[src/hdl/assert_macros.svh]
// assertion helpers used by the rtl datapath
`ifndef ASSERT_MACROS_SVH
`define ASSERT_MACROS_SVH

// clocked check on clk_i, held off while rst_ni is low
`define CFE_ASSERT(lbl, prop) \
  lbl: assert property (@(posedge clk_i) disable iff (!rst_ni) (prop)) \
    else $error("cfe assertion failed");

// same check with a message of its own
`define CFE_ASSERT_MSG(lbl, prop, msg) \
  lbl: assert property (@(posedge clk_i) disable iff (!rst_ni) (prop)) \
    else $error(msg);

`endif

[src/hdl/cfe_pkg.sv]
package cfe_pkg;

  localparam int MAX_DIM     = 128;
  localparam int SAMPLE_BITS = 16;
  localparam int PLANE_SIZE  = (MAX_DIM + 1) * (MAX_DIM + 1);
  localparam int ADDR_W      = $clog2(PLANE_SIZE);
  localparam int IDX_W       = 22;
  localparam int EPOCH_W     = 8;
  localparam int DIM_W       = 8;
  localparam int COORD_W     = 7;
  localparam int CFG_IDX_W   = 3;
  localparam int CFG_DATA_W  = 16;
  localparam int ENTRY_W     = EPOCH_W + IDX_W;

  localparam logic [EPOCH_W-1:0] EPOCH_MAX = {EPOCH_W{1'b1}};

  // configuration register indexes
  typedef enum logic [CFG_IDX_W-1:0] {
    CFG_DIM_X     = 3'd0,
    CFG_DIM_Y     = 3'd1,
    CFG_DIM_Z     = 3'd2,
    CFG_THRESHOLD = 3'd3,
    CFG_INVERT    = 3'd4
  } cfg_reg_e;

  typedef enum logic [3:0] {
    ST_CLEAR_RST,
    ST_IDLE,
    ST_PREP,
    ST_CLEAR_VOX,
    ST_FACE,
    ST_READ,
    ST_CHECK,
    ST_TRI_A,
    ST_TRI_B
  } state_e;

  // controller to datapath
  typedef struct packed {
    logic idle;
    logic capture;
    logic plane_update;
    logic clr_step;
    logic next_face;
    logic rd_issue;
    logic corner_commit;
    logic emit_tri_a;
    logic emit_tri_b;
  } cmd_t;

  // datapath to controller
  typedef struct packed {
    logic in_range;
    logic active;
    logic sweep_needed;
    logic clr_last;
    logic face_open;
    logic last_face;
    logic last_corner;
    logic hit;
    logic out_free;
  } status_t;

  // corner offsets {dx, dy, dz}, faces +z -z +x -x +y -y
  function automatic logic [2:0] face_corner(logic [2:0] face, logic [1:0] corner);
    logic [11:0] row;
    unique case (face)
      3'd0:    row = {3'b001, 3'b101, 3'b111, 3'b011};
      3'd1:    row = {3'b000, 3'b010, 3'b110, 3'b100};
      3'd2:    row = {3'b100, 3'b110, 3'b111, 3'b101};
      3'd3:    row = {3'b000, 3'b001, 3'b011, 3'b010};
      3'd4:    row = {3'b010, 3'b011, 3'b111, 3'b110};
      3'd5:    row = {3'b000, 3'b100, 3'b101, 3'b001};
      default: row = '0;
    endcase
    return row[3*(3-corner) +: 3];
  endfunction

  // zero reads as one, anything above the maximum as the maximum
  function automatic logic [DIM_W-1:0] eff_dim(logic [DIM_W-1:0] d);
    logic [DIM_W-1:0] r;
    if (d == '0) begin
      r = DIM_W'(1);
    end else if (d > DIM_W'(MAX_DIM)) begin
      r = DIM_W'(MAX_DIM);
    end else begin
      r = d;
    end
    return r;
  endfunction

endpackage

[src/hdl/cfe_ctrl.sv]
module cfe_ctrl (
  input  logic             clk_i,
  input  logic             rst_ni,
  input  logic             in_valid_i,
  input  cfe_pkg::status_t status_i,
  output cfe_pkg::cmd_t    cmd_o
);
  import cfe_pkg::*;

  state_e state_q, state_d;

  // state register
  always_ff @(posedge clk_i or negedge rst_ni) begin
    if (!rst_ni) begin
      state_q <= ST_CLEAR_RST;
    end else begin
      state_q <= state_d;
    end
  end

  // next state and commands
  always_comb begin
    state_d = state_q;
    cmd_o   = '0;
    unique case (state_q)
      ST_CLEAR_RST: begin
        cmd_o.clr_step = 1'b1;
        if (status_i.clr_last) state_d = ST_IDLE;
      end
      ST_IDLE: begin
        cmd_o.idle = 1'b1;
        if (in_valid_i) begin
          cmd_o.capture = 1'b1;
          state_d       = ST_PREP;
        end
      end
      ST_PREP: begin
        if (!status_i.in_range) begin
          state_d = ST_IDLE;
        end else begin
          cmd_o.plane_update = 1'b1;
          state_d = status_i.sweep_needed ? ST_CLEAR_VOX : ST_FACE;
        end
      end
      ST_CLEAR_VOX: begin
        cmd_o.clr_step = 1'b1;
        if (status_i.clr_last) state_d = ST_FACE;
      end
      ST_FACE: begin
        if (!status_i.active) begin
          state_d = ST_IDLE;
        end else if (status_i.face_open) begin
          state_d = ST_READ;
        end else begin
          cmd_o.next_face = 1'b1;
        end
      end
      ST_READ: begin
        cmd_o.rd_issue = 1'b1;
        state_d        = ST_CHECK;
      end
      ST_CHECK: begin
        if (status_i.hit || status_i.out_free) begin
          cmd_o.corner_commit = 1'b1;
          state_d = status_i.last_corner ? ST_TRI_A : ST_READ;
        end
      end
      ST_TRI_A: begin
        if (status_i.out_free) begin
          cmd_o.emit_tri_a = 1'b1;
          state_d          = ST_TRI_B;
        end
      end
      ST_TRI_B: begin
        if (status_i.out_free) begin
          cmd_o.emit_tri_b = 1'b1;
          if (status_i.last_face) begin
            state_d = ST_IDLE;
          end else begin
            cmd_o.next_face = 1'b1;
            state_d         = ST_FACE;
          end
        end
      end
      default: state_d = ST_IDLE;
    endcase
  end

endmodule

[config.mk]
export PLATFORM = sky130hd
export DESIGN_NAME = cfe_ctrl
export DESIGN_NICKNAME = d
export VERILOG_FILES = /design/src/hdl/assert_macros.svh /design/src/hdl/cfe_pkg.sv /design/src/hdl/cfe_ctrl.sv
export SDC_FILE = /design/constraint.sdc
export NUM_CORES = 1
export LEC_CHECK = 0
export ABC_AREA = 1
export BUFFER_PORTS_ARGS = -buffer_cell sky130_fd_sc_hd__buf_4
export CORE_MARGIN = 10
export CORE_UTILIZATION = 30
export DETAILED_ROUTE_END_ITERATION = 16
export PLACE_DENSITY = 0.65
export SYNTH_ARGS = -nofsm -noshare
export SYNTH_HDL_FRONTEND = slang
export SYNTH_SLANG_ARGS = --single-unit
[constraint.sdc]
create_clock -name clk_i -period 1.7 [get_ports clk_i]
set_clock_uncertainty 0.2 [all_clocks]
set_input_delay 0.34 -clock clk_i [delete_from_list [all_inputs] [get_ports clk_i]]
set_output_delay 0.34 -clock clk_i [all_outputs]
set_load 0.02 [all_outputs]
==> results.md <==
- Outcome: complete, but fails checks
- Failing checks: setup timing
- Layout cells sized above 1: roughly 55%
- FF+latch count, synth: 4
- Critical path's largest stage delay: 0.43 ns
- GRT overflow: 0
- Die X: 60.7 µm
- Worst rel slew slack: roughly 84%
- Clock share of power: around 8.3%
- Crit path time final: about 1.9 ns
- Initial Utilization: between 30% and 40%
- Post-route insts no fill: 149
- FP Rows: 14
- Final Cycle Share: 109%
- Reg2reg setup slack: about 0.04 ns
- Yosys warns: 0
- Drt initial violations: 21
- Combinational power share: approximately four fifths
- Sequential fraction of design power: 13.4%
- PnR worst setup slack: -0.158 ns
- GP Congestion: 0.821
- Distinct cell type count after synthesis: 16
- Critical Path RT: 1.16 ns
- Fin area: around 930 µm²
- Slew Limit Fails: 0
- Internal: 0.757 mW
- Ant. Diodes: 0
- Aggregate global-route resource usage: 9.81%
- Mean Syn Cell Area: ~5.4 µm²
- Min Hold Slack: approximately 0.23 ns
- Synth top area cells: nand2_1 (25%), dfrtp_1 (20%), nand3_1 (11%)
- Sequential-to-total area share from yosys stat: 20.1%
- Mapped cell area: 498 µm²
- WL final: 1860 µm
- H-Tree Depth: 1
- Placed cell areas: 729 µm²
- Placed insts: between 100 and 150
- CP endpoint kind: primary output
- VDD IR max: 699 µV
- Worst Hold Class: in -> async
- P_sw: around 0.74 mW
- RSZ-0062 raised after global routing: true
- I/O pins: 21
- Reg clk slew, reported paths: 0.04 ns
- CTS Buf Count: 3
- Mapped Cells: between 90 and 100
- Drt pass-1 iters: 4
- Final setup vio count: 9
- Worst-Skew Late Latency: approximately 0.24 ns
- Die Height: slightly above 60 µm
- Final core utilization: 60.2%
- Reg with most FFs: state_q
- Setup TNS: -0.834 ns
- CP Cell Sequence: inv_2 > nor2_4 > inv_2 > nor4_2 > buf_4
- Syn nets: ~110
- Area leader, netlist: nand2_1
- Initial antenna violation count: 0
- Clk sink count: 4
- Number of port buffers: 20
- Final HPWL DP: about 1400 µm
- Crit path max-delay family: flip-flops
- Max Cap Viol: 0
- Max reg flops: 4
- WL per Instance: ~12 µm
- Largest net degree at the start of global routing: 8
- Switch share: roughly half
- Slowest-stage cell, CP: dfrtp_2
- Endpoints failing hold: 0
- Die ar.: 3690 µm²
- Max Buffers Root-to-Sink: 2
- Residual DRC: 0
- Setup CP Type: reg -> out
- Biggest regs: state_q x4
- Fin nets: 147
- Clock Root Buffer: clkbuf_4
- Antenna-violating nets left: 0
- CP startpoint kind: flip-flop
- Worst Max-Slew Pin Slew: 0.240 ns
- Vias in the first global route: roughly 660
- Via density: just under 5
- Area growth syn-to-layout: 86.4%
- First-pass GRT wire length: 2860 µm
- CP arrival: 1.32 ns
- Via Count: 737
- Pwr per Cell Area: between 1500 and 2000 nW/µm²
- CP max FO: 5
- Core ar.: approximately 1500 µm²
- CTS tree: built
- Most used cell, CP: inv_2
- F_max: 0.538 GHz
- Synth top area share: 24.9%
- Buf+Inv Stages, Crit Path: 3
- Static Leak: between 0.5 and 0.6 nW
metal layers:
metal / track usage, % / up-vias / share of wire (%)
met3: 2.71 / 3 / 7.2
met1: 10.6 / 339 / 38
li1: - / 372 / -
met4: 2.82 / 0 / 0.70
met2: 18.0 / 23 / 54
met5: 0 / - / 0
timing repair:
item                                   in CTS  in global routing
hold buffers                                1                  0
setup endpoints to repair                   9                 12
pin swaps                                   2                  9
gates cloned                                0                  0
gates resized for setup                    14                 18
endpoints found under the hold margin       4                  0
buffers inserted                            4                  5
power by group through the flow:
| stage | combinational [mW] | sequential (mW) | clock, mW |
|---|---|---|---|
| floorplan | 0.510 | 0.190 | 0 |
| global placement | 0.850 | 0.173 | 0 |
| detailed placement | 0.858 | 0.174 | 0 |
| CTS | 0.997 | 0.191 | 0.126 |
| global route | 1.30 | 0.201 | 0.129 |
| finish | 1.17 | 0.200 | 0.124 |
cells in the final DEF, fill, tap and decap left out, drive strengths merged:
| cell | count |
|---|---|
| buf | 36 |
| o21ai | 3 |
| nand3 | 13 |
| nor3 | 1 |
| inv | 17 |
| clkbuf | 3 |
| nor2 | 18 |
| nand2 | 35 |
| nor4 | 1 |
| dfrtp | 4 |
| dlygate4sd3 | 1 |
| nand4 | 1 |
worst paths after layout:
kind | start | to | depth (start not counted)
worst min register to register | state_q[2] | state_q[2] | 2
worst min-delay path | rst_ni | state_q[0] | 2
max in group asynchronous | rst_ni | state_q[3] | 2
worst max-delay path | state_q[2] | cmd_o[2] | 5
min in group clk_i | status_i[2] | state_q[1] | 5
worst max register to register | state_q[0] | state_q[2] | 10
cell usage after synthesis:
master and n:
inv_1 11, clkinv_1 1, nand3_1 11, dfrtp_1 4, nor4_1 1, inv_2 5, nand3_2 2, o21ai_0 2
nand4_1 1, nor2_2 6, nor2_1 11, nor3_1 1, o21ai_1 1, nand2_2 2, nor2_4 1, nand2_1 33
layout make-up:
type,count,area [µm²]
multi-input combinational,72,409
tap,16,20.0
inverter,17,66.3
clock buffer,3,22.5
fill,147,613
timing repair buffer,37,307
sequential,4,104
stage by stage:
step	setup slack (ns)	total power, mW
detailed placement	0.0732	1.03
global placement	0.0660	1.02
CTS	-0.139	1.31
finish	-0.158	1.49
floorplan	-0.110	0.700
global route	-0.234	1.63
logic make-up after synthesis:
| kind of cell | after synthesis | share of synthesized area, % |
|---|---|---|
| simple gates | 69 | 64.1 |
| buf+inv | 17 | 12.8 |
| compound gates | 3 | 3.01 |
| flops | 4 | 20.1 |
Note: power is estimated with default switching activity, not from simulation.
